$ cat src/rtl/adaptive_hash_bucket_rate_limiter_defines.svh
// assertion macros shared by the rate limiter modules
`ifndef ADAPTIVE_HASH_BUCKET_RATE_LIMITER_DEFINES_SVH
`define ADAPTIVE_HASH_BUCKET_RATE_LIMITER_DEFINES_SVH

// condition holds at every edge out of reset
`define AHBRL_ASSERT_ALWAYS(lbl, cond, msg) \
  lbl: assert property (@(posedge clk) disable iff (rst) (cond)) else $error(msg);

// consequent holds in the same cycle as the antecedent
`define AHBRL_ASSERT_IMP(lbl, ante, cons, msg) \
  lbl: assert property (@(posedge clk) disable iff (rst) (ante) |-> (cons)) else $error(msg);

// consequent holds in the cycle after the antecedent
`define AHBRL_ASSERT_NEXT(lbl, ante, cons, msg) \
  lbl: assert property (@(posedge clk) disable iff (rst) (ante) |=> (cons)) else $error(msg);

`endif

$ cat src/rtl/ahbrl_pkg.sv
// shared types, codes and constants of the rate limiter
package ahbrl_pkg;

  localparam int BUCKETS_DEFAULT = 16;
  localparam int QUEUE_DEPTH     = 2;
  localparam int BUCKET_W        = 6;
  localparam int LEVEL_W         = 7;
  localparam int CFG_INDEX_W     = 2;
  localparam int CFG_DATA_W      = 16;
  localparam int HASH_STEPS      = 4;
  localparam int MOD_DIGITS      = 8;

  localparam logic [31:0] HASH_SEED  = 32'd59123;
  localparam int          HASH_SHIFT = 5;

  // input command codes
  localparam logic CMD_REQUEST = 1'b0;
  localparam logic CMD_TICK    = 1'b1;

  // verdict codes
  localparam logic [1:0] VERDICT_REPLY  = 2'd0;
  localparam logic [1:0] VERDICT_REJECT = 2'd1;
  localparam logic [1:0] VERDICT_DROP   = 2'd2;
  localparam logic [1:0] VERDICT_TICK   = 2'd3;

  // configuration register indexes
  localparam logic [CFG_INDEX_W-1:0] REG_REQUEST_LIMIT = 2'd0;
  localparam logic [CFG_INDEX_W-1:0] REG_WINDOW_LENGTH = 2'd1;
  localparam logic [CFG_INDEX_W-1:0] REG_SERVE_PUBLIC  = 2'd2;

  localparam logic [15:0] REQUEST_LIMIT_RESET = 16'd1000;
  localparam logic [15:0] WINDOW_LENGTH_RESET = 16'd60;
  localparam logic        SERVE_PUBLIC_RESET  = 1'b1;

  typedef struct packed {
    logic [15:0] request_limit;
    logic [15:0] window_length;
    logic        serve_public;
  } cfg_t;

  // classified item handed from front to back
  typedef struct packed {
    logic                command;
    logic                private_signed;
    logic [31:0]         current_time;
    logic [BUCKET_W-1:0] bucket;
  } entry_t;

  // one hash round: h * 33 + byte
  function automatic logic [31:0] hash_step(input logic [31:0] h, input logic [7:0] b);
    return (h << HASH_SHIFT) + h + {24'd0, b};
  endfunction

endpackage

$ cat src/rtl/ahbrl_if.sv
// channel interfaces of the rate limiter

// request channel
interface ahbrl_in_if;
  import ahbrl_pkg::*;
  logic        valid;
  logic        ready;
  logic        command;
  logic [31:0] client_address;
  logic        private_signed;
  logic [31:0] current_time;

  modport source (output valid, command, client_address, private_signed, current_time,
                  input ready);
  modport sink (input valid, command, client_address, private_signed, current_time,
                output ready);
endinterface

// result channel
interface ahbrl_out_if;
  import ahbrl_pkg::*;
  logic                valid;
  logic                ready;
  logic [1:0]          verdict;
  logic [BUCKET_W-1:0] bucket_index;
  logic [LEVEL_W-1:0]  current_reject_level;
  logic [15:0]         window_count;
  logic [31:0]         accepted_count;
  logic [31:0]         rejected_count;

  modport source (output valid, verdict, bucket_index, current_reject_level, window_count,
                  accepted_count, rejected_count, input ready);
  modport sink (input valid, verdict, bucket_index, current_reject_level, window_count,
                accepted_count, rejected_count, output ready);
endinterface

// configuration write channel
interface ahbrl_cfg_if;
  import ahbrl_pkg::*;
  logic                   valid;
  logic                   ready;
  logic [CFG_INDEX_W-1:0] index;
  logic [CFG_DATA_W-1:0]  data;

  modport source (output valid, index, data, input ready);
  modport sink (input valid, index, data, output ready);
endinterface

$ cat src/rtl/adaptive_hash_bucket_rate_limiter.sv
// Hash-bucket admission filter for public requests.
// Channels: req carries one item (a request or an idle tick) per handshake,
// res returns exactly one result item per accepted item, in order, and cfg
// writes request_limit (0), window_length (1) and serve_public (2); other
// indexes are ignored. cfg is always ready; the user must write it only
// while idle, as the block itself does not enforce this. The front hashes
// the address one byte a cycle and reduces it modulo BUCKETS four bits a
// cycle; ticks skip both. A two-entry queue feeds the back, which, when
// the window is tightened or relaxed, first finds the busiest or quietest
// bucket by walking the hit memory one entry a cycle. The front takes a
// new item only after handing the last one to the queue, while the back
// works on earlier items. Reset clears the queue, opens all buckets and
// zeroes every counter; hit counts clear at once through per-bucket valid
// bits. When res stalls, one result waits in the output register, the
// back holds its next result, and the queue and front keep accepting
// until full.
module adaptive_hash_bucket_rate_limiter import ahbrl_pkg::*; #(
  parameter int BUCKETS = BUCKETS_DEFAULT
) (
  input logic       clk,
  input logic       rst,
  ahbrl_in_if.sink  req,
  ahbrl_out_if.source res,
  ahbrl_cfg_if.sink cfg
);

  cfg_t   cfg_regs;
  logic   push_valid;
  entry_t push_entry;
  logic   push_ready;
  logic   q_valid;
  entry_t q_entry;
  logic   q_pop;

  assign cfg.ready = 1'b1;

  // configuration registers
  always_ff @(posedge clk) begin
    if (rst) begin
      cfg_regs.request_limit <= REQUEST_LIMIT_RESET;
      cfg_regs.window_length <= WINDOW_LENGTH_RESET;
      cfg_regs.serve_public  <= SERVE_PUBLIC_RESET;
    end else if (cfg.valid) begin
      unique case (cfg.index)
        REG_REQUEST_LIMIT: cfg_regs.request_limit <= cfg.data;
        REG_WINDOW_LENGTH: cfg_regs.window_length <= cfg.data;
        REG_SERVE_PUBLIC:  cfg_regs.serve_public  <= cfg.data[0];
        default: ;
      endcase
    end
  end

  ahbrl_front #(.BUCKETS(BUCKETS)) u_front (
    .clk        (clk),
    .rst        (rst),
    .req        (req),
    .push_valid (push_valid),
    .push_entry (push_entry),
    .push_ready (push_ready)
  );

  ahbrl_queue u_queue (
    .clk        (clk),
    .rst        (rst),
    .push_valid (push_valid),
    .push_entry (push_entry),
    .push_ready (push_ready),
    .pop_valid  (q_valid),
    .pop_entry  (q_entry),
    .pop        (q_pop)
  );

  ahbrl_back #(.BUCKETS(BUCKETS)) u_back (
    .clk     (clk),
    .rst     (rst),
    .cfg     (cfg_regs),
    .q_valid (q_valid),
    .q_entry (q_entry),
    .q_pop   (q_pop),
    .res     (res)
  );

endmodule

$ cat src/rtl/ahbrl_front.sv
// front end: accepts items, hashes the client address and reduces it to a bucket
module ahbrl_front import ahbrl_pkg::*; #(
  parameter int BUCKETS = BUCKETS_DEFAULT
) (
  input  logic   clk,
  input  logic   rst,
  ahbrl_in_if.sink req,
  output logic   push_valid,
  output entry_t push_entry,
  input  logic   push_ready
);

  localparam int BW = $clog2(BUCKETS);
  localparam logic [BW:0] MODULUS = (BW+1)'(BUCKETS);

  localparam logic [1:0] F_IDLE = 2'd0;
  localparam logic [1:0] F_HASH = 2'd1;
  localparam logic [1:0] F_MOD  = 2'd2;
  localparam logic [1:0] F_PUSH = 2'd3;

  logic [1:0]    state;
  logic [2:0]    cnt;
  logic [31:0]   h;
  logic [31:0]   addr;
  logic [BW-1:0] r;
  logic          cmd;
  logic          priv;
  logic [31:0]   now;

  // four restoring remainder steps, one per hash bit
  function automatic logic [BW-1:0] mod_digit(input logic [BW-1:0] rin, input logic [3:0] dig);
    logic [BW:0]   t;
    logic [BW-1:0] acc;
    acc = rin;
    for (int k = 3; k >= 0; k--) begin
      t = {acc, dig[k]};
      if (t >= MODULUS) t = t - MODULUS;
      acc = t[BW-1:0];
    end
    return acc;
  endfunction

  assign req.ready  = (state == F_IDLE);
  assign push_valid = (state == F_PUSH);
  assign push_entry = '{command: cmd, private_signed: priv, current_time: now,
                        bucket: BUCKET_W'(r)};

  // sequencer: accept, hash one byte a cycle, reduce four bits a cycle, hand over
  always_ff @(posedge clk) begin
    if (rst) begin
      state <= F_IDLE;
      cnt   <= '0;
    end else begin
      unique case (state)
        F_IDLE: begin
          if (req.valid) begin
            cmd   <= req.command;
            priv  <= req.private_signed;
            now   <= req.current_time;
            addr  <= req.client_address;
            h     <= HASH_SEED;
            r     <= '0;
            cnt   <= '0;
            state <= (req.command == CMD_TICK) ? F_PUSH : F_HASH;
          end
        end
        F_HASH: begin
          h    <= hash_step(h, addr[31:24]);
          addr <= addr << 8;
          if (cnt == 3'(HASH_STEPS - 1)) begin
            cnt   <= '0;
            state <= F_MOD;
          end else begin
            cnt <= cnt + 3'd1;
          end
        end
        F_MOD: begin
          r   <= mod_digit(r, h[31:28]);
          h   <= h << 4;
          cnt <= cnt + 3'd1;
          if (cnt == 3'(MOD_DIGITS - 1)) state <= F_PUSH;
        end
        F_PUSH: begin
          if (push_ready) state <= F_IDLE;
        end
        default: state <= F_IDLE;
      endcase
    end
  end

endmodule

$ cat src/rtl/ahbrl_queue.sv
// short queue of classified items between front and back
module ahbrl_queue import ahbrl_pkg::*; (
  input  logic   clk,
  input  logic   rst,
  input  logic   push_valid,
  input  entry_t push_entry,
  output logic   push_ready,
  output logic   pop_valid,
  output entry_t pop_entry,
  input  logic   pop
);

  `include "adaptive_hash_bucket_rate_limiter_defines.svh"

  localparam int PW    = $clog2(QUEUE_DEPTH);
  localparam int CNT_W = $clog2(QUEUE_DEPTH + 1);

  entry_t           slots [QUEUE_DEPTH];
  logic [PW-1:0]    wr_ptr;
  logic [PW-1:0]    rd_ptr;
  logic [CNT_W-1:0] count;
  logic             push_ok;
  logic             pop_ok;

  assign push_ready = (count != CNT_W'(QUEUE_DEPTH));
  assign pop_valid  = (count != '0);
  assign pop_entry  = slots[rd_ptr];
  assign push_ok    = push_valid && push_ready;
  assign pop_ok     = pop && pop_valid;

  // slot storage
  always_ff @(posedge clk) begin
    if (push_ok) slots[wr_ptr] <= push_entry;
  end

  // pointers and fill count
  always_ff @(posedge clk) begin
    if (rst) begin
      wr_ptr <= '0;
      rd_ptr <= '0;
      count  <= '0;
    end else begin
      if (push_ok) wr_ptr <= (wr_ptr == PW'(QUEUE_DEPTH - 1)) ? '0 : wr_ptr + 1'b1;
      if (pop_ok)  rd_ptr <= (rd_ptr == PW'(QUEUE_DEPTH - 1)) ? '0 : rd_ptr + 1'b1;
      if (push_ok && !pop_ok)      count <= count + 1'b1;
      else if (pop_ok && !push_ok) count <= count - 1'b1;
    end
  end

  `AHBRL_ASSERT_ALWAYS(a_queue_bound, count <= CNT_W'(QUEUE_DEPTH), "queue count over depth")
  `AHBRL_ASSERT_NEXT(a_queue_grow, push_ok && !pop_ok, count == $past(count) + 1'b1, "queue count did not grow")

endmodule

$ cat src/rtl/ahbrl_back.sv
// back end: bucket state, window control, min/max search and result register
module ahbrl_back import ahbrl_pkg::*; #(
  parameter int BUCKETS = BUCKETS_DEFAULT
) (
  input  logic   clk,
  input  logic   rst,
  input  cfg_t   cfg,
  input  logic   q_valid,
  input  entry_t q_entry,
  output logic   q_pop,
  ahbrl_out_if.source res
);

  `include "adaptive_hash_bucket_rate_limiter_defines.svh"

  localparam int BW = $clog2(BUCKETS);
  localparam int CW = $clog2(BUCKETS + 1);

  localparam logic [2:0] S_IDLE  = 3'd0;
  localparam logic [2:0] S_SCAN  = 3'd1;
  localparam logic [2:0] S_APPLY = 3'd2;
  localparam logic [2:0] S_HIT   = 3'd3;
  localparam logic [2:0] S_BUMP  = 3'd4;
  localparam logic [2:0] S_OUT   = 3'd5;

  localparam logic [1:0] MODE_NONE   = 2'd0;
  localparam logic [1:0] MODE_CLOSE  = 2'd1;
  localparam logic [1:0] MODE_REOPEN = 2'd2;

  logic [2:0]         state;
  entry_t             cur;
  logic [1:0]         mode;
  logic [1:0]         verdict;
  logic [BUCKETS-1:0] open_vec;
  logic [BUCKETS-1:0] hvalid;
  logic [15:0]        hits_mem [BUCKETS];
  logic [15:0]        rd_data;
  logic [BW-1:0]      rd_addr;
  logic [LEVEL_W-1:0] level;
  logic [15:0]        replies;
  logic [31:0]        wstart;
  logic [31:0]        acc_total;
  logic [31:0]        rej_total;
  logic               found;
  logic [15:0]        best;
  logic [BW-1:0]      pick;
  logic [CW-1:0]      scan_cnt;
  logic [BW-1:0]      eval_idx;
  logic               res_valid;

  logic [32:0]   wend;
  logic [32:0]   now33;
  logic [1:0]    d_mode;
  logic [2:0]    d_next;
  logic [1:0]    d_verdict;
  logic [15:0]   e_hits;
  logic          e_cand;
  logic          e_better;
  logic          e_take;
  logic [BW-1:0] b_idx;
  logic [15:0]   b_hits;
  logic [15:0]   b_sat;
  logic          b_reject;

  assign q_pop     = (state == S_IDLE) && q_valid;
  assign res.valid = res_valid;
  assign b_idx     = cur.bucket[BW-1:0];

  // classify the item at the queue head
  assign wend  = {1'b0, wstart} + {17'd0, cfg.window_length};
  assign now33 = {1'b0, q_entry.current_time};

  always_comb begin
    d_mode    = MODE_NONE;
    d_next    = S_OUT;
    d_verdict = VERDICT_TICK;
    if (q_entry.command == CMD_TICK) begin
      if (wend < now33) begin
        if (replies < cfg.request_limit && level != '0) begin
          d_mode = MODE_REOPEN;
          d_next = S_SCAN;
        end else begin
          d_next = S_APPLY;
        end
      end
    end else if (!cfg.serve_public && !q_entry.private_signed) begin
      d_verdict = VERDICT_DROP;
    end else begin
      d_verdict = VERDICT_REPLY;
      d_next    = S_HIT;
      if (!q_entry.private_signed && replies > cfg.request_limit) begin
        d_next = S_APPLY;
        if (wend > now33) begin
          if (level < LEVEL_W'(BUCKETS)) begin
            d_mode = MODE_CLOSE;
            d_next = S_SCAN;
          end
        end else if (level != '0) begin
          d_mode = MODE_REOPEN;
          d_next = S_SCAN;
        end
      end
    end
  end

  // search step: busiest open or quietest closed, lowest index wins ties
  assign e_hits   = hvalid[eval_idx] ? rd_data : 16'd0;
  assign e_cand   = (mode == MODE_CLOSE) ? open_vec[eval_idx] : !open_vec[eval_idx];
  assign e_better = !found || ((mode == MODE_CLOSE) ? (e_hits > best) : (e_hits < best));
  assign e_take   = (state == S_SCAN) && (scan_cnt != '0) && e_cand && e_better;

  // hit update of the request's own bucket
  assign b_hits   = hvalid[b_idx] ? rd_data : 16'd0;
  assign b_sat    = (&b_hits) ? b_hits : b_hits + 16'd1;
  assign b_reject = !cur.private_signed && (level != '0) && !open_vec[b_idx];

  // memory read address: walk during the search, else the item's bucket
  always_comb begin
    if (state == S_SCAN && scan_cnt < CW'(BUCKETS)) rd_addr = scan_cnt[BW-1:0];
    else rd_addr = b_idx;
  end

  // hit count memory
  always_ff @(posedge clk) begin
    if (state == S_BUMP) hits_mem[b_idx] <= b_sat;
    rd_data <= hits_mem[rd_addr];
  end

  // main sequencer
  always_ff @(posedge clk) begin
    if (rst) begin
      state     <= S_IDLE;
      open_vec  <= '1;
      hvalid    <= '0;
      level     <= '0;
      replies   <= '0;
      wstart    <= '0;
      acc_total <= '0;
      rej_total <= '0;
      res_valid <= 1'b0;
      found     <= 1'b0;
      mode      <= MODE_NONE;
      scan_cnt  <= '0;
    end else begin
      if (res_valid && res.ready && state != S_OUT) res_valid <= 1'b0;
      unique case (state)
        S_IDLE: begin
          if (q_valid) begin
            cur      <= q_entry;
            mode     <= d_mode;
            verdict  <= d_verdict;
            found    <= 1'b0;
            best     <= '0;
            pick     <= '0;
            scan_cnt <= '0;
            eval_idx <= '0;
            state    <= d_next;
          end
        end
        S_SCAN: begin
          if (e_take) begin
            found <= 1'b1;
            best  <= e_hits;
            pick  <= eval_idx;
          end
          eval_idx <= scan_cnt[BW-1:0];
          scan_cnt <= scan_cnt + 1'b1;
          if (scan_cnt == CW'(BUCKETS)) state <= S_APPLY;
        end
        S_APPLY: begin
          if (found) begin
            open_vec[pick] <= (mode == MODE_REOPEN);
            level <= (mode == MODE_CLOSE) ? level + 1'b1 : level - 1'b1;
          end
          hvalid  <= '0;
          replies <= '0;
          wstart  <= cur.current_time;
          state   <= (cur.command == CMD_TICK) ? S_OUT : S_HIT;
        end
        S_HIT: begin
          state <= S_BUMP;
        end
        S_BUMP: begin
          hvalid[b_idx] <= 1'b1;
          if (b_reject) begin
            if (!(&rej_total)) rej_total <= rej_total + 32'd1;
            verdict <= VERDICT_REJECT;
          end else begin
            if (!cur.private_signed) begin
              if (!(&replies))   replies   <= replies + 16'd1;
              if (!(&acc_total)) acc_total <= acc_total + 32'd1;
            end
            verdict <= VERDICT_REPLY;
          end
          state <= S_OUT;
        end
        S_OUT: begin
          if (!res_valid || res.ready) begin
            res_valid                <= 1'b1;
            res.verdict              <= verdict;
            res.bucket_index         <= cur.bucket;
            res.current_reject_level <= level;
            res.window_count         <= replies;
            res.accepted_count       <= acc_total;
            res.rejected_count       <= rej_total;
            state                    <= S_IDLE;
          end
        end
        default: state <= S_IDLE;
      endcase
    end
  end

  `AHBRL_ASSERT_ALWAYS(a_level_matches, $countones(~open_vec) == level, "reject level off")
  `AHBRL_ASSERT_NEXT(a_apply_moves_level, state == S_APPLY && found, level != $past(level), "level stuck")

endmodule
$ cat src/flat_wrapper.sv
// flat-port wrapper written by rule: the top's interface ports become plain ports
module adaptive_hash_bucket_rate_limiter_flat import ahbrl_pkg::*;
#(
  parameter int BUCKETS = BUCKETS_DEFAULT
)
  (clk, rst, req_valid, req_command, req_client_address, req_private_signed, req_current_time, req_ready, res_valid, res_verdict, res_bucket_index, res_current_reject_level, res_window_count, res_accepted_count, res_rejected_count, res_ready, cfg_valid, cfg_index, cfg_data, cfg_ready);
  ahbrl_in_if req_i ();
  ahbrl_out_if res_i ();
  ahbrl_cfg_if cfg_i ();
  input logic clk;
  input logic rst;
  input wire logic [$bits(req_i.valid)-1:0] req_valid;
  input wire logic [$bits(req_i.command)-1:0] req_command;
  input wire logic [$bits(req_i.client_address)-1:0] req_client_address;
  input wire logic [$bits(req_i.private_signed)-1:0] req_private_signed;
  input wire logic [$bits(req_i.current_time)-1:0] req_current_time;
  output wire logic [$bits(req_i.ready)-1:0] req_ready;
  output wire logic [$bits(res_i.valid)-1:0] res_valid;
  output wire logic [$bits(res_i.verdict)-1:0] res_verdict;
  output wire logic [$bits(res_i.bucket_index)-1:0] res_bucket_index;
  output wire logic [$bits(res_i.current_reject_level)-1:0] res_current_reject_level;
  output wire logic [$bits(res_i.window_count)-1:0] res_window_count;
  output wire logic [$bits(res_i.accepted_count)-1:0] res_accepted_count;
  output wire logic [$bits(res_i.rejected_count)-1:0] res_rejected_count;
  input wire logic [$bits(res_i.ready)-1:0] res_ready;
  input wire logic [$bits(cfg_i.valid)-1:0] cfg_valid;
  input wire logic [$bits(cfg_i.index)-1:0] cfg_index;
  input wire logic [$bits(cfg_i.data)-1:0] cfg_data;
  output wire logic [$bits(cfg_i.ready)-1:0] cfg_ready;
  assign req_i.valid = req_valid;
  assign req_i.command = req_command;
  assign req_i.client_address = req_client_address;
  assign req_i.private_signed = req_private_signed;
  assign req_i.current_time = req_current_time;
  assign req_ready = req_i.ready;
  assign res_valid = res_i.valid;
  assign res_verdict = res_i.verdict;
  assign res_bucket_index = res_i.bucket_index;
  assign res_current_reject_level = res_i.current_reject_level;
  assign res_window_count = res_i.window_count;
  assign res_accepted_count = res_i.accepted_count;
  assign res_rejected_count = res_i.rejected_count;
  assign res_i.ready = res_ready;
  assign cfg_i.valid = cfg_valid;
  assign cfg_i.index = cfg_index;
  assign cfg_i.data = cfg_data;
  assign cfg_ready = cfg_i.ready;
  adaptive_hash_bucket_rate_limiter #(.BUCKETS(BUCKETS)) u_core (.clk(clk), .rst(rst), .req(req_i), .res(res_i), .cfg(cfg_i));
endmodule
$ cat config.mk
export PLATFORM = sky130hd
export DESIGN_NAME = adaptive_hash_bucket_rate_limiter_flat
export DESIGN_NICKNAME = d
export VERILOG_FILES = /design/src/rtl/ahbrl_pkg.sv /design/src/rtl/ahbrl_if.sv /design/src/rtl/adaptive_hash_bucket_rate_limiter.sv /design/src/rtl/ahbrl_front.sv /design/src/rtl/ahbrl_queue.sv /design/src/rtl/ahbrl_back.sv /design/src/flat_wrapper.sv
export VERILOG_INCLUDE_DIRS = /design/src /design/src/rtl
export SDC_FILE = /design/constraint.sdc
export NUM_CORES = 1
export LEC_CHECK = 0
export ABC_AREA = 1
export BUFFER_PORTS_ARGS = -buffer_cell sky130_fd_sc_hd__buf_4
export CORE_UTILIZATION = 29
export DETAILED_ROUTE_END_ITERATION = 10
export PLACE_DENSITY = 0.44
export SYNTH_ARGS = -nofsm -noshare
export SYNTH_HDL_FRONTEND = slang
export SYNTH_SLANG_ARGS = --single-unit
$ cat constraint.sdc
create_clock -name clk -period 24.3 [get_ports clk]
set_input_delay 1.215 -clock clk [delete_from_list [all_inputs] [get_ports clk]]
set_output_delay 1.215 -clock clk [all_outputs]
set_load 0.01 [all_outputs]
### Yosys cells after proc, flatten, opt, wreduce, memory -nomap -nowiden

Memory sizes are Yosys's and may differ from the RTL's. A register that Yosys moved wholly into a read port is not among the register bits.
Cells that the tools add are included.
W data, S select, Z words.

| word-level totals | value |
|---|---|
| register bits | 468 |
| memories | 2 |
| bits of input ports | 89 |
| bits in writable memories | 332 |

Memory list:

| name | words | bits a word | rd ports | clocked after memory_dff | write ports | RTL line | source |
|---|---|---|---|---|---|---|---|
| u_core.u_back.hits_mem | 16 | 16 | 1 | 1 | 1 | ahbrl_back.sv:36 | `logic [15:0] hits_mem [BUCKETS];` |
| u_core.u_queue.slots | 2 | 38 | 1 | 1 | 1 | ahbrl_queue.sv:18 | `entry_t slots [QUEUE_DEPTH];` |

| cells by class | value |
|---|---|
| eq/ne operators | 28 |
| order comparisons | 17 |
| reduce and logical (&&, ||, !) cells | 68 |
| add/sub/neg operators | 19 |
| bitwise gates (word level) | 6 |
| multiplexer cells | 101 |

Operator list:

| operator | count |
|---|---|
| $mux W16 | 8 |
| $pmux W16 S2 | 3 |
| $pmux W32 S3 | 1 |
| $add A32 B1 Y32 const B | 2 |
| $mux W32 | 2 |
| $pmux W32 S2 | 1 |
| $reduce_and A32 Y1 | 2 |
| $mux W4 | 14 |
| $mux W2 | 20 |
| $add A32 B16 Y33 | 1 |
| $gt A33 B32 Y1 | 1 |
| $lt A33 B32 Y1 | 1 |
| $mux W3 | 11 |
| $reduce_and A3 Y1 | 11 |
| $add A16 B1 Y16 const B | 2 |
| $add A32 B32 Y32 | 1 |
| $add A32 B8 Y32 | 1 |
| $gt A16 B16 Y1 | 2 |
| $lt A16 B16 Y1 | 2 |
| $reduce_and A16 Y1 | 2 |
| $pmux W4 S2 | 3 |
| $mux W1 | 23 |
| $ge A5 B5 Y1 const B | 4 |
| $ne A2 B2 Y1 const B | 10 |
| other kinds (44) | 111 |

### Longest topological paths before layout

| depth | value |
|---|---|
| depth in word-level cells | 15 |
| mapped depth | 31 |
| gate-level depth less buffers | 31 |

### Modules after synthesis

Synthesis repeated with hierarchy kept, for this count alone.

| unflattened totals | value |
|---|---|
| cell total of the unflattened synthesis | 4003 |
| area total of the unflattened synthesis | 38869.8 µm² |

Modules (own cells, without submodules):

| module | times used | area each (µm²) | cells each |
|---|---|---|---|
| ahbrl_back | 1 | 27293.7 | 2794 |
| ahbrl_front | 1 | 7055.5 | 851 |
| ahbrl_queue | 1 | 3136.8 | 161 |
| adaptive_hash_bucket_rate_limiter | 1 | 1383.8 | 197 |

### Worst setup path before layout

OpenSTA, ideal clock, no wires.

| timing path | value |
|---|---|
| path kind | input -> register |
| from | input rst |
| to | register u_core.u_back.res.accepted_count[0] (netlist bit), enable pin |
| cell stages on the path | 3 |
| setup slack | 15.679 ns |
| arrival time | 7.963 ns |
| library setup time | 0.659 ns |
| buffers on the path | 2 |
| cells stage by stage | clkbuf_1 -> clkbuf_1 -> nor3_1 |

| on the way | value |
|---|---|
| word-level cells in the longest chain between the ends | 2 |

RTL lines:

| what | RTL line | source |
|---|---|---|
| from (decl) | flat_wrapper.sv:11 | `input logic rst;` |
| $not A1 Y1 (no source line) | n/a |  |
| $reduce_and A3 Y1 (no source line) | n/a |  |
| to (signal assigned) | ahbrl_back.sv:204 | `res.accepted_count <= acc_total;` |
| to (decl) | ahbrl_if.sv:32 | `accepted_count, rejected_count, input ready);` |

Every way passes these cells.
A chain may end at the register's enable or synchronous reset.

### Final worst setup path

| timing path | value |
|---|---|
| from | register u_core.u_back.eval_idx[0] |
| to | register u_core.u_back.best[15], enable pin |

| on the way | value |
|---|---|
| word-level cells in the longest chain between the ends | 9 |

RTL lines:

| what | RTL line | source |
|---|---|---|
| from (decl) | ahbrl_back.sv:48 | `logic [BW-1:0] eval_idx;` |
| from (signal assigned) | ahbrl_back.sv:166 | `eval_idx <= scan_cnt[BW-1:0];` |
| $bmux W1 S4 (*) | ahbrl_back.sv:107 | `assign e_hits = hvalid[eval_idx] ? rd_data : 16'd0;` |
| $mux W1 (implied by the code) (*) | ahbrl_back.sv:107 |  |
| $mux W16 (*) | ahbrl_back.sv:107 |  |
| via u_core.u_back.e_hits[11] | ahbrl_back.sv:56 | `logic [15:0] e_hits;` |
| $lt A16 B16 Y1 / $gt A16 B16 Y1 (equally long branches) | ahbrl_back.sv:109 | `assign e_better = !found \|\| ((mode == MODE_CLOSE) ? (e_hits > best) : (e_hits < best));` |
| $mux W1 (*) | ahbrl_back.sv:109 |  |
| $logic_or A1 B1 Y1 (*) | ahbrl_back.sv:109 |  |
| $logic_and A1 B1 Y1 (*) | ahbrl_back.sv:110 | `assign e_take = (state == S_SCAN) && (scan_cnt != '0) && e_cand && e_better;` |
| $ne A2 B2 Y1 (no source line) (*) | n/a |  |
| $reduce_and A4 Y1 (no source line) (*) | n/a |  |
| to (signal assigned) | ahbrl_back.sv:163 | `best <= e_hits;` |
| to (decl) | ahbrl_back.sv:45 | `logic [15:0] best;` |

The timed path passes the listed nets; every way through them passes the cells marked *. The select of a mux whose other input is x is not followed.

==> summary by stage <==
GRT
The met3 demand-to-capacity share in global routing is 2.80%. The via count of the first global-routing pass is 26800. The met2 capacity usage during global routing is 25.4%. The global-route usage over all layers is 15.7%.

The busiest layer in global routing is met2. The aggregate global routing overflow is 0. Entering global routing, the biggest net connects 82 pins. The first-pass GRT wire length is 160000 microns.

The met1 usage is 21.4%. The number of antenna violations at the first check in global routing is 0.

Synth
The synthesized instance count is 3775. The largest area contributor in the synthesized netlist is sky130_fd_sc_hd__edfxtp_1. By area the synthesized netlist is led by sky130_fd_sc_hd__edfxtp_1 (47%), sky130_fd_sc_hd__dfxtp_1 (12%), sky130_fd_sc_hd__nand2_1 (6.3%), sky130_fd_sc_hd__ha_1 (5.3%), sky130_fd_sc_hd__o21ai_0 (4.4%). In this run, synthesis inferred 591 flip-flops with an integrated enable. The most frequent cell after synthesis is sky130_fd_sc_hd__nand2_1. After synthesis the cells add up to 37500 sq um. The number of unique standard cell types used by synthesis is 57. Counting flops with an async set or reset pin after synthesis yields a share of 0%. Each instance of the synthesized netlist takes up on average 9.94 sq um.

Sorting the synthesized cells by how often they occur yields sky130_fd_sc_hd__nand2_1 (628), sky130_fd_sc_hd__edfxtp_1 (591), sky130_fd_sc_hd__nor2_1 (411), sky130_fd_sc_hd__inv_1 (349), sky130_fd_sc_hd__o21ai_0 (328). The commonest register cell after synthesis is sky130_fd_sc_hd__edfxtp_1. The Yosys step of the flow raised 0 warnings.

The number of register bits inferred by synthesis is 813. Sequential cells were found to cover 59.2% of the synthesized design area. The share of the synthesized area in the top cell type is 47.3%.

Finish
Measured on the finished design, the core utilization comes to 34.4%. After filler insertion, the fill cell instance count of the layout stands at 13100. The fraction of layout instances using a drive strength above 1 is 11.9%. Relative to the synthesized area, the layout overhead comes to 17.6%. The number of nets in the finished design is 4205. The repair_antennas step left the layout with diodes totalling 0.

Setup path
The number of cells on the worst reg-to-reg path is 17. In this run the critical register-to-register path is launched from u_core.u_back.eval_idx[0]. The critical path required time is 24.58 ns. The sort of element at the start of the critical path is a flip-flop.

Of all nets on the critical path, the largest fanout is 30. The internal reg-to-reg setup slack is 19.35 ns. STA classifies the critical path endpoint as a flip-flop. At the worst endpoint, the arrival time is 5.24 ns. The endpoint identified for the worst register-to-register timing path is u_core.u_back.best[15]. The critical path is of the reg2reg type.

Clock tree
Clock tree synthesis inserted a total of 94 buffers. After clock tree synthesis, the clock-pin slew on the worst setup and hold paths is 0.06 ns. Once the clock tree was built, the resizer swapped 0 gates to a different size.

The clock passes through at most 3 buffers. CTS placed an instance of sky130_fd_sc_hd__clkbuf_16 at the clock tree root. The later pin in the worst-skew pair is clocked with a latency of 0.70 ns. In this run the number of H-tree levels came out at 3.

TritonCTS built the clock tree. After clock tree synthesis, the flow added hold-fix buffers numbering 0. For this design, the sink count on the clock tree is 813. The post-CTS setup repair buffer count is 0.

Timing
The number of max-slew violations in the final report was 0. Measured against its own limit, the worst slew margin works out to 13.1%. The final-layout setup total negative slack is 0 ns. The clock arrives with 0.0319 ns of skew. The final-report hold violation count came to 0. Setup repair after global routing left no endpoint under its margin. The setup violation total in the final timing report is 0. The final period utilization is 20.4%. The highest clock frequency the design can meet is 202 MHz. The pin slew with the least headroom to its limit is 1.29 ns.

Hold timing on the final database bottoms out at a slack of 0.445 ns. The time the final worst path needs with I/O delays and setup is 4.95 ns.

Die
The floorplan step defined a core boundary enclosing 128000 sq um. The die span in y is 362 microns. The row count is 131. 187 I/O pins were placed. The die covers 131000 sq um. The effective utilization at floorplan is 29.3%.

The width of the chip is 362 microns.

Placement
The half-perimeter wire length after detailed placement is 68900 microns. The congestion estimate from routability-driven global placement came to 0.840. The count of buffers from port buffering is 183.

Routing
The remaining antenna violation count after routing is 0. The routed wire length per instance is 18.0 microns. In the routed layout, each cell is associated on average with a via count of 4.68.

The number of violations reported at the end of detailed-routing iteration 0 is 1743. The routed layout has 27000 vias. For this block, the routed nets add up to 104000 microns of wire. For this run, the detailed router's first-pass iteration total came to 5. The number of remaining DRC errors is 0.

Run
The max-cap check violation count is 0.

Run status
The flow ran to the end, and the final reports show no timing, DRC or antenna violations.

Pwr
The maximum ir drop on the vdd rail is 56.1 uV. In this run the power density over the cells is 104 nW/um^2. Summed over all cells, the static leakage comes to 16.0 nW.

Min path
The number of cells on the worst hold path is 0. The min-delay analysis places its worst path in the category reg2reg. In this run the most critical hold path is launched from u_core.u_front.now[25]. The destination of the worst hold path is u_core.u_queue.slots[0][29].
-- registers in the layout (all words and copies together) (netlist names), 32 cells and up, named ones only --
| name | count |
|---|---|
| u_core.u_back.hits_mem | 256 |
| u_core.u_queue.slots | 76 |
| u_core.u_back.cur | 34 |
| u_core.cfg_regs | 33 |
| u_core.u_back.acc_total | 32 |
| u_core.u_back.rej_total | 32 |
| u_core.u_back.res.accepted_count | 32 |
| u_core.u_back.res.rejected_count | 32 |
| u_core.u_back.wstart | 32 |
| u_core.u_front.addr | 32 |
| u_core.u_front.h | 32 |
| u_core.u_front.now | 32 |
-- critical path, stage by stage, from the launching register on --
cell                       delay [ns]
sky130_fd_sc_hd__edfxtp_1        0.64
sky130_fd_sc_hd__inv_1           0.33
sky130_fd_sc_hd__o21ai_0         0.24
sky130_fd_sc_hd__nand3_1         0.09
sky130_fd_sc_hd__nand3_1         0.10
sky130_fd_sc_hd__nand2_1         0.09
sky130_fd_sc_hd__inv_1           0.63
sky130_fd_sc_hd__nor2_1          0.09
sky130_fd_sc_hd__ha_1            0.32
sky130_fd_sc_hd__a21oi_1         0.15
sky130_fd_sc_hd__o21a_1          0.13
sky130_fd_sc_hd__o21ai_0         0.06
sky130_fd_sc_hd__nor3_1          0.17
sky130_fd_sc_hd__a21boi_0        0.29
sky130_fd_sc_hd__nand2_1         0.08
sky130_fd_sc_hd__o211ai_1        0.09
sky130_fd_sc_hd__nand3_1         0.12
sky130_fd_sc_hd__a21oi_2         0.91
-- placed cells by master, fill, tap and decap left out, drive strengths merged, types with 5 or more instances in the layout --
cell,count
a22oi,6
nand4,36
xnor2,23
a31oi,7
nor4,23
o21bai,5
o211ai,29
clkbuf,127
o21ai,345
o221ai,50
inv,361
ha,158
o31ai,8
edfxtp,591
bufinv,9
a21o,7
dfxtp,222
a21oi,297
nand3,146
nor3b,5
or2,43
o21a,7
o22ai,19
nand2,633
clkinv,35
buf,215
nor2,429
xor2,71
fa,6
nor3,92
-- how the worst max path moves through the flow --
| stage | from | endpoint | cells after the start |
|---|---|---|---|
| 6_report | u_core.u_back.eval_idx[0] | u_core.u_back.best[15] | 17 |
| 5_1_grt | u_core.u_back.eval_idx[0] | u_core.u_back.best[15] | 17 |
| 4_1_cts | u_core.u_back.eval_idx[0] | u_core.u_back.best[15] | 17 |
| 3_5_place_dp | u_core.u_back.eval_idx[0] | u_core.u_back.best[9] | 17 |
| 3_3_place_gp | u_core.u_back.eval_idx[0] | u_core.u_back.best[8] | 18 |
| 2_1_floorplan | rst | u_core.u_back.res.accepted_count[0] | 3 |
-- metrics by stage --
stage	area, sq um	power (mW)	setup slack (ns)	std cells
after floorplan	37500	2.71	15.68	3776
after global placement	40900	3.17	19.36	5585
after detailed placement	40900	3.17	19.32	5585
after CTS	44100	4.64	19.30	5761
after global routing	44100	4.88	18.79	5761
final	44100	4.58	19.35	5761
-- cell type report --
cell class              instances  area (sq um)  area share (%)
clock buffers                 127          2600            5.89
clock inverters                49           556            1.26
inverters                     360          1360            3.08
multi-input cells            2468         13600            30.9
flip-flops and latches        813         22200            50.3
well taps                    1729          2160            4.91
repair buffers                215          1610            3.66
-- cells by family (layout without fill, tap and decap cells) --
kind of cell / Yosys count / count (layout) / synth area share (%)
AOI/OAI and AO/OA: 792 / 792 / 11.7
xor gates and xnor gates: 94 / 94 / 2.19
adders and majority gates: 164 / 164 / 5.59
buffers and inverters: 495 / 751 / 5.10
DFF: 813 / 813 / 59.2
other: 2 / 3 / 0.0200
and+or+nand+nor: 1415 / 1415 / 16.3
-- power by group --
part | switching (mW) | internal (mW) | total [mW] | leakage, nW
combinational | 0.977 | 0.411 | 1.39 | 7.56
clock | 0.595 | 0.851 | 1.45 | 1.54
sequential | 0.0829 | 1.66 | 1.74 | 6.87
-- layer usage --
layer / routed length, microns / share of wire (%) / up-vias
met5: 0 / 0 / -
met4: 2170 / 2.1 / 0
met3: 5180 / 5.0 / 130
met2: 47800 / 46 / 502
met1: 48800 / 47 / 12900
li1: - / - / 13500
Power figures use the tool's default switching activity.
